--- src/design/pns_pkg.sv ---
// phone number spotter: shared types, character codes and the csr map
// no dependencies; imported by every design file of the block

package pns_pkg;

   // input transfer: one text byte and the end-of-text flag
   typedef struct packed {
      logic [7:0] text_char;
      logic       last;
   } pns_req_type;

   // result transfer: start offset and length of the spotted number
   typedef struct packed {
      logic        found;
      logic [11:0] start_offset;
      logic [7:0]  number_length;
   } pns_rsp_type;

   // scanner to output buffer
   typedef struct packed {
      logic        valid;
      pns_rsp_type data;
   } pns_result_type;

   localparam int OFS_W = 12;
   localparam int LEN_W = 8;
   localparam int RUN_W = 9;               // run count saturates at 256

   localparam logic [RUN_W-1:0] RUN_SAT = 9'd256;
   localparam logic [7:0] MIN_PASS_LEN = 8'd5;
   localparam logic [7:0] MAX_LENGTH_RESET = 8'd64;

   localparam logic [7:0] CH_DASH   = 8'h2D;
   localparam logic [7:0] CH_ZERO   = 8'h30;
   localparam logic [7:0] CH_NINE   = 8'h39;
   localparam logic [7:0] CH_AT     = 8'h40;
   localparam logic [7:0] CH_COMMA  = 8'h2C;
   localparam logic [7:0] CH_LPAREN = 8'h28;
   localparam logic [7:0] CH_RPAREN = 8'h29;
   localparam logic [7:0] CH_STAR   = 8'h2A;
   localparam logic [7:0] CH_HASH   = 8'h23;

   // csr map: byte address 4*i, paddr[2] selects the register slot
   localparam int CSR_ADDR_W = 3;
   localparam logic REG_MAX_LENGTH = 1'b0;

   function automatic logic is_number_char(input logic [7:0] c);
      logic hit;
      unique case (c) inside
         [CH_ZERO:CH_NINE], CH_DASH, CH_AT, CH_COMMA,
         CH_LPAREN, CH_RPAREN, CH_STAR, CH_HASH: hit = 1'b1;
         default: hit = 1'b0;
      endcase
      return hit;
   endfunction

endpackage

--- src/design/pns_csr.sv ---
// phone number spotter: apb-style register file holding max_length
// depends on pns_pkg

module pns_csr (
   input  logic                           clock,
   input  logic                           reset,
   input  logic                           csr_psel,
   input  logic                           csr_penable,
   input  logic                           csr_pwrite,
   input  logic [pns_pkg::CSR_ADDR_W-1:0] csr_paddr,
   input  logic [31:0]                    csr_pwdata,
   output logic [31:0]                    csr_prdata,
   output logic                           csr_pready,
   output logic [7:0]                     max_length
);
   import pns_pkg::*;

   logic [7:0] max_length_ff;
   logic [7:0] max_length_in;
   logic       wr_en;

   assign csr_pready = 1'b1;
   assign wr_en = csr_psel && csr_penable && csr_pwrite && csr_pready;

   always_comb begin
      max_length_in = max_length_ff;
      if (wr_en && (csr_paddr[2] == REG_MAX_LENGTH)) begin
         max_length_in = csr_pwdata[7:0];
      end
   end

   always_ff @(posedge clock) begin
      if (reset) begin
         max_length_ff <= MAX_LENGTH_RESET;
      end else begin
         max_length_ff <= max_length_in;
      end
   end

   always_comb begin
      unique case (csr_paddr[2])
         REG_MAX_LENGTH: csr_prdata = {24'd0, max_length_ff};
         default:        csr_prdata = 32'd0;
      endcase
   end

   assign max_length = max_length_ff;

endmodule

--- src/design/pns_scan.sv ---
// phone number spotter: run tracking state and the window pass decision
// depends on pns_pkg; feeds pns_out_buf

module pns_scan #(
   parameter int MAX_TEXT = 4096
) (
   input  logic                    clock,
   input  logic                    reset,
   input  logic                    accept,
   input  pns_pkg::pns_req_type    req,
   input  logic [7:0]              max_length,
   output pns_pkg::pns_result_type result
);
   import pns_pkg::*;

   localparam int POS_W = $clog2(MAX_TEXT);
   localparam int CNT_W = $clog2(MAX_TEXT + 1);
   localparam int CMP_W = (POS_W > LEN_W) ? POS_W : LEN_W;
   localparam logic [CNT_W-1:0] TEXT_END = CNT_W'(MAX_TEXT);

   logic [CNT_W-1:0] char_position_ff, char_position_in;
   logic [POS_W-1:0] window_start_ff, window_start_in;
   logic [POS_W-1:0] dash_position_ff, dash_position_in;
   logic [RUN_W-1:0] run_count_ff, run_count_in;
   logic             dash_seen_ff, dash_seen_in;
   logic             already_reported_ff, already_reported_in;

   logic             pos_ok;
   logic [POS_W-1:0] pos;
   logic             num_char;
   logic             j_closed;
   logic [RUN_W-1:0] j_run;
   logic [POS_W-1:0] j_start;
   logic [POS_W-1:0] j_dash;
   logic             j_dash_seen;
   logic             hit;
   logic [POS_W-1:0] hit_start;
   logic [LEN_W-1:0] hit_len;
   logic [CMP_W-1:0] dash_dist;
   logic [CMP_W-1:0] early_start;
   logic [POS_W+OFS_W-1:0] start_wide;

   assign pos_ok   = char_position_ff < TEXT_END;
   assign pos      = char_position_ff[POS_W-1:0];
   assign num_char = pos_ok && is_number_char(req.text_char);

   // window view after this byte: a number byte extends the run,
   // anything else closes the run as it stands
   always_comb begin
      j_closed    = 1'b1;
      j_run       = run_count_ff;
      j_start     = window_start_ff;
      j_dash      = dash_position_ff;
      j_dash_seen = dash_seen_ff;
      if (num_char) begin
         j_closed = req.last;
         j_run    = (run_count_ff == RUN_SAT) ? run_count_ff : run_count_ff + 1'b1;
         if (run_count_ff == '0) begin
            j_start     = pos;
            j_dash      = '0;
            j_dash_seen = 1'b0;
         end
         if ((req.text_char == CH_DASH) && !j_dash_seen) begin
            j_dash_seen = 1'b1;
            j_dash      = pos;
         end
      end
   end

   assign dash_dist   = CMP_W'(j_dash - j_start);
   // dash lies beyond the cap: the window ending at the dash wins
   assign early_start = CMP_W'(j_dash) - CMP_W'(max_length) + 1'b1;

   always_comb begin
      hit       = 1'b0;
      hit_start = j_start;
      hit_len   = max_length;
      if (j_dash_seen && (max_length > MIN_PASS_LEN) && (j_run != '0)) begin
         if (dash_dist < CMP_W'(max_length)) begin
            if (j_run >= {1'b0, max_length}) begin
               hit = 1'b1;
            end else if (j_closed && (j_run > RUN_W'(MIN_PASS_LEN))) begin
               hit     = 1'b1;
               hit_len = j_run[LEN_W-1:0];
            end
         end else begin
            hit       = 1'b1;
            hit_start = early_start[POS_W-1:0];
         end
      end
   end

   assign start_wide = {{OFS_W{1'b0}}, hit_start};

   always_comb begin
      char_position_in    = char_position_ff;
      window_start_in     = window_start_ff;
      dash_position_in    = dash_position_ff;
      run_count_in        = run_count_ff;
      dash_seen_in        = dash_seen_ff;
      already_reported_in = already_reported_ff;
      result              = '0;
      if (accept) begin
         if (!already_reported_ff) begin
            if (num_char) begin
               window_start_in  = j_start;
               dash_position_in = j_dash;
               dash_seen_in     = j_dash_seen;
               run_count_in     = j_run;
            end else begin
               run_count_in = '0;
               dash_seen_in = 1'b0;
            end
            if (pos_ok) begin
               char_position_in = char_position_ff + 1'b1;
            end
            if (hit) begin
               already_reported_in        = 1'b1;
               result.valid               = 1'b1;
               result.data.found          = 1'b1;
               result.data.start_offset   = start_wide[OFS_W-1:0];
               result.data.number_length  = hit_len;
            end else if (req.last) begin
               result.valid = 1'b1;
            end
         end
         if (req.last) begin
            char_position_in    = '0;
            window_start_in     = '0;
            dash_position_in    = '0;
            run_count_in        = '0;
            dash_seen_in        = 1'b0;
            already_reported_in = 1'b0;
         end
      end
   end

   always_ff @(posedge clock) begin
      if (reset) begin
         char_position_ff    <= '0;
         window_start_ff     <= '0;
         dash_position_ff    <= '0;
         run_count_ff        <= '0;
         dash_seen_ff        <= 1'b0;
         already_reported_ff <= 1'b0;
      end else begin
         char_position_ff    <= char_position_in;
         window_start_ff     <= window_start_in;
         dash_position_ff    <= dash_position_in;
         run_count_ff        <= run_count_in;
         dash_seen_ff        <= dash_seen_in;
         already_reported_ff <= already_reported_in;
      end
   end

endmodule

--- src/design/pns_out_buf.sv ---
// phone number spotter: result register with a skid slot
// depends on pns_pkg; the input stall comes straight from the skid flag

module pns_out_buf (
   input  logic                    clock,
   input  logic                    reset,
   input  pns_pkg::pns_result_type result,
   input  logic                    rsp_stall,
   output logic                    rsp_valid,
   output pns_pkg::pns_rsp_type    rsp_data,
   output logic                    req_stall
);
   import pns_pkg::*;

   logic        out_valid_ff, out_valid_in;
   logic        skid_valid_ff, skid_valid_in;
   pns_rsp_type out_data_ff, out_data_in;
   pns_rsp_type skid_data_ff, skid_data_in;
   logic        drain;

   assign drain = out_valid_ff && !rsp_stall;

   always_comb begin
      out_valid_in  = out_valid_ff;
      skid_valid_in = skid_valid_ff;
      out_data_in   = out_data_ff;
      skid_data_in  = skid_data_ff;
      if (skid_valid_ff) begin
         // no new result can arrive while the input is stalled
         if (drain) begin
            out_data_in   = skid_data_ff;
            skid_valid_in = 1'b0;
         end
      end else if (result.valid) begin
         if (!out_valid_ff || drain) begin
            out_valid_in = 1'b1;
            out_data_in  = result.data;
         end else begin
            skid_valid_in = 1'b1;
            skid_data_in  = result.data;
         end
      end else if (drain) begin
         out_valid_in = 1'b0;
      end
   end

   always_ff @(posedge clock) begin
      if (reset) begin
         out_valid_ff  <= 1'b0;
         skid_valid_ff <= 1'b0;
      end else begin
         out_valid_ff  <= out_valid_in;
         skid_valid_ff <= skid_valid_in;
      end
   end

   always_ff @(posedge clock) begin
      out_data_ff  <= out_data_in;
      skid_data_ff <= skid_data_in;
   end

   assign rsp_valid = out_valid_ff;
   assign rsp_data  = out_data_ff;
   assign req_stall = skid_valid_ff;

endmodule

--- src/design/phone_number_spotter_top.sv ---
// Phone number spotter. Takes one text byte per clock and reports, once per
// text, the earliest start of a run of number characters that is longer than
// five and holds a dash (capped at max_length), or found = 0 on the last byte.
// Throughput is one byte per cycle while req_stall is low. The decision is made
// when the byte is taken; the result is registered in one of the two slots of
// the result buffer, which lets input continue while a result waits; req_stall
// rises only when both slots are full. max_length sits at csr address 0.
// depends on pns_pkg, pns_csr, pns_scan, pns_out_buf

module phone_number_spotter_top #(
   parameter int MAX_TEXT = 4096
) (
   input  logic                           clock,
   input  logic                           reset,
   input  logic                           req_valid,
   output logic                           req_stall,
   input  pns_pkg::pns_req_type           req_data,
   output logic                           rsp_valid,
   input  logic                           rsp_stall,
   output pns_pkg::pns_rsp_type           rsp_data,
   input  logic                           csr_psel,
   input  logic                           csr_penable,
   input  logic                           csr_pwrite,
   input  logic [pns_pkg::CSR_ADDR_W-1:0] csr_paddr,
   input  logic [31:0]                    csr_pwdata,
   output logic [31:0]                    csr_prdata,
   output logic                           csr_pready
);
   import pns_pkg::*;

   logic           accept;
   logic [7:0]     max_length;
   pns_result_type result;

   assign accept = req_valid && !req_stall;

   pns_csr u_csr (
      .clock       (clock),
      .reset       (reset),
      .csr_psel    (csr_psel),
      .csr_penable (csr_penable),
      .csr_pwrite  (csr_pwrite),
      .csr_paddr   (csr_paddr),
      .csr_pwdata  (csr_pwdata),
      .csr_prdata  (csr_prdata),
      .csr_pready  (csr_pready),
      .max_length  (max_length)
   );

   pns_scan #(
      .MAX_TEXT (MAX_TEXT)
   ) u_scan (
      .clock      (clock),
      .reset      (reset),
      .accept     (accept),
      .req        (req_data),
      .max_length (max_length),
      .result     (result)
   );

   pns_out_buf u_out_buf (
      .clock     (clock),
      .reset     (reset),
      .result    (result),
      .rsp_stall (rsp_stall),
      .rsp_valid (rsp_valid),
      .rsp_data  (rsp_data),
      .req_stall (req_stall)
   );

endmodule

--- config.mk ---
export PLATFORM = sky130hd
export DESIGN_NAME = phone_number_spotter_top
export DESIGN_NICKNAME = d
export VERILOG_FILES = /design/src/design/pns_pkg.sv /design/src/design/pns_csr.sv /design/src/design/pns_scan.sv /design/src/design/pns_out_buf.sv /design/src/design/phone_number_spotter_top.sv
export SDC_FILE = /design/constraint.sdc
export NUM_CORES = 1
export LEC_CHECK = 0
export BUFFER_PORTS_ARGS = -buffer_cell sky130_fd_sc_hd__buf_2
export CAP_MARGIN = 20
export CORE_UTILIZATION = 60
export DETAILED_ROUTE_END_ITERATION = 10
export PLACE_DENSITY = 0.82
export SLEW_MARGIN = 10
export SYNTH_ARGS = -nofsm -noshare
export SYNTH_HDL_FRONTEND = slang
export SYNTH_SLANG_ARGS = --single-unit
--- constraint.sdc ---
create_clock -name clock -period 12.12 [get_ports clock]
set_clock_uncertainty 0.1 [all_clocks]
set_input_delay 1.818 -clock clock [delete_from_list [all_inputs] [get_ports clock]]
set_output_delay 1.818 -clock clock [all_outputs]
set_load 0.05 [all_outputs]
==> metrics.csv <==
stage;metric;value;unit
timing;final worst-path setup slack;3.54;ns
cts;worst skew pair latency;0.38;ns
routing;final wirelength;15700;um
setup_path;R2R depth;23;
synthesis;Yosys cell types;71;
setup_path;Worst Path Arrival;8.60;ns
routing;DR iter-0 viols;515;
run_status;failing checks;design-rule violations;
floorplan;initial core utilization;61.5;%
global_route;total grt overflow;0;
setup_path;flop2flop setup slack;4.50;ns
setup_path;reg2reg end;u_out_buf.rsp_data[16]$_DFFE_PP_;
cells_and_area;fill cell total of the finished layout;883;
timing;Setup Viol. Count Final;0;
global_route;largest net degree at the start of global routing;48;
power;Leak;2.78;nW
timing;Max Fclk;0.117;GHz
floorplan;die area;11500;um^2
timing;worst rel slew slack;30.1;%
cts;CTS Buf Count;9;
global_route;gr usage total;27.9;%
cts;TritonCTS clock tree;done;
floorplan;Core ar.;10800;um^2
routing;Via Count;5752;
setup_path;Worst Setup EP;u_out_buf.rsp_data[16]$_DFFE_PP_;
setup_path;startpoint class of the critical path;input port;
placed_design;Setup WS pre-CTS;3.28;ns
routing;antenna viol nets, final;0;
global_route;antenna violations before repair;0;
placed_design;Port Buf Inserts;55;
setup_path;endpoint type of the worst setup path;flop;
synthesis;async set-reset flop share out of synthesis;0;%
floorplan;die width;107;um
cts;H-tree depth;3;
timing;Slew @ Worst Pin;1.05;ns
floorplan;Die Span Y;107;um
routing;post-DR vias/cell;6.12;
synthesis;Mean Syn Cell Area;8.69;um^2
cells_and_area;most common cell after layout, fill and taps aside;nor2_1;
routing;DRC;2;
timing;fin. max-slew vios;0;
synthesis;number of synthesized flops with an enable pin;42;
cts;CTS root buf;clkbuf_8;
cts;hold buffers post-CTS;0;
setup_path;Worst Setup SP;req_data[6];
cells_and_area;commonest non-fill, non-tap cells in the layout;97 x nor2_1, 58 x dfxtp_1, 57 x a21oi_1;
floorplan;Rows;38;
global_route;vias in the first global route;5200;
setup_path;Crit path required time;12.15;ns
timing;RSZ-0062 raised after global routing;false;
power;PD cells;92.8;nW/um^2
cells_and_area;synthesis-to-finish area growth;6.56;%
routing;Wirelength per Cell;16.7;um
timing;crit path time final;8.58;ns
routing;drt first pass iters;9;
floorplan;# IOs;107;
cells_and_area;diodes inserted;0;
cts;Max Root-Sink Buffers;2;
synthesis;Post-Syn Area;6640;um^2
setup_path;worst-path maximum fanout;21;
cells_and_area;fraction of layout cells with a size suffix above 1;12.5;%
synthesis;Synth Flop Type;dfxtp_1;
setup_path;Crit Path Class;in -> reg;
placed_design;dpl hpwl;11700;um
cts;setup repair bufs after CTS;0;
min_path;worst hold-check path type;reg -> reg;
timing;final period utilization;70.8;%
timing;Final Hold Viols;0;
synthesis;flops & latches, synth;100;
synthesis;Syn Inst Count;764;
timing;Fin Hold WS;0.380;ns
cts;Worst-path clk slew;0.10;ns
setup_path;RR Startpoint;u_scan.run_count_ff[4]$_SDFFE_PP0P_;
synthesis;Synth Warn #;0;
synthesis;sequential share of the synthesized area;36.5;%
global_route;first-pass GRT wire length;25100;um
run_status;outcome;finished with violations;
cts;clock sinks;100;
timing;setup TNS;0;ns
power;VDD IR-drop max;0.0622;mV
cells_and_area;Nets;894;
cts;post-cts gate resize count;0;
run;max_cap viols;0;
placed_design;GPL Wtd Cong;0.896;
==> cell usage after synthesis, drive strengths merged (24+ instances only) <==
| cell type | n | area, um^2 |
|---|---|---|
| xnor2 | 24 | 210 |
| o21ai | 40 | 226 |
| inv | 41 | 154 |
| nor2 | 97 | 364 |
| clkbuf | 32 | 120 |
| dfxtp | 58 | 1160 |
| edfxtp | 42 | 1260 |
| ha | 46 | 576 |
| a21oi | 57 | 285 |
| buf | 30 | 218 |
| nand2 | 56 | 210 |
| nand3 | 26 | 130 |
==> area by class of cell <==
type / count / area, um^2 / area share (%)
Clock buffer: 9 / 124 / 1.75
Clock inverter: 7 / 75.1 / 1.06
Inverter: 41 / 154 / 2.18
Multi-Input combinational cell: 584 / 3810 / 53.9
Sequential cell: 100 / 2420 / 34.2
Tap cell: 140 / 175 / 2.48
Timing Repair Buffer: 59 / 309 / 4.37
==> power breakdown <==
part,switching (W),total (W),internal (W)
Combinational,0.0000617,0.0000805,0.0000188
Sequential,0.00000258,0.000356,0.000353
Clock,0.000123,0.000220,0.0000970
Total,0.000188,0.000657,0.000469
==> metrics by stage <==
| stage | cell area (um^2) | cells | total power (W) | utilization [%] |
|---|---|---|---|---|
| finish | 7070 | 940 | 0.000657 | 65.5 |
| global route | 7070 | 940 | 0.000679 | 65.5 |
| CTS | 7060 | 939 | 0.000658 | 65.4 |
| detailed placement | 6860 | 923 | 0.000443 | 63.6 |
| global placement | 6860 | 923 | 0.000440 | 63.6 |
| floorplan | 6730 | 787 | 0.000432 | - |
==> state kept, by name, summed over array words and instances, names as in the netlist <==
name                        flops
u_scan.window_start_ff         12
u_scan.already_reported_ff      1
u_out_buf.rsp_data             21
u_scan.dash_seen_ff             1
u_out_buf.rsp_valid             1
u_out_buf.skid_data_ff         21
u_csr.max_length                8
u_out_buf.req_stall             1
u_scan.char_position_ff        13
u_scan.dash_position_ff        12
u_scan.run_count_ff             9
==> cells by family (layout without fill, tap and decap cells) <==
kind of cell               after synthesis  after routing  share of synthesized area, %
AOI/OAI and AO/OA                      197            197                          20.3
adders and majority gates               48             48                          9.27
other                                    2             25                         0.113
muxes                                   19             19                          3.00
buffers and inverters                  103            116                          7.41
and+or+nand+nor                        261            261                          18.9
xor gates and xnor gates                34             34                          4.49
DFF                                    100            100                          36.5
==> worst max-delay path, stage by stage <==
cell,delay [ns]
buf_2,0.12
a21boi_1,0.22
o221ai_2,0.24
nor4_4,0.58
nand2_1,0.55
o21ai_0,0.55
inv_1,0.09
ha_1,0.25
fa_1,0.41
nor2b_1,0.15
o21ai_0,0.12
a21oi_1,0.21
nor2_1,0.08
xnor2_1,0.13
ha_1,0.30
a21o_1,0.18
a211oi_1,0.31
nand4_1,0.14
a21oi_1,0.16
mux2i_1,0.11
or4_4,0.58
a211o_1,0.31
a22oi_1,0.44
a21boi_2,0.30
buf_6,0.24
==> routing by layer <==
metal	share of wire (%)	vias to the layer above	track usage, %
li1	-	2763	-
met1	43	2723	37.1
met2	48	250	46.4
met3	7.5	16	4.92
met4	1.3	0	8.41
met5	0	-	0
==> worst min path at each step <==
stage	slack, ns	startpoint	depth (start not counted)	to
floorplan	0.35	u_csr.max_length[3]$_SDFFE_PP0P_	2	u_csr.max_length[3]$_SDFFE_PP0P_
global placement	0.36	u_csr.max_length[4]$_SDFFE_PP0P_	2	u_csr.max_length[4]$_SDFFE_PP0P_
detailed placement	0.37	u_csr.max_length[3]$_SDFFE_PP0P_	2	u_csr.max_length[3]$_SDFFE_PP0P_
CTS	0.38	u_csr.max_length[3]$_SDFFE_PP0P_	2	u_csr.max_length[3]$_SDFFE_PP0P_
global route	0.41	u_csr.max_length[3]$_SDFFE_PP0P_	2	u_csr.max_length[3]$_SDFFE_PP0P_
finish	0.38	u_csr.max_length[3]$_SDFFE_PP0P_	2	u_csr.max_length[3]$_SDFFE_PP0P_
(Power assumes the default switching activity.)
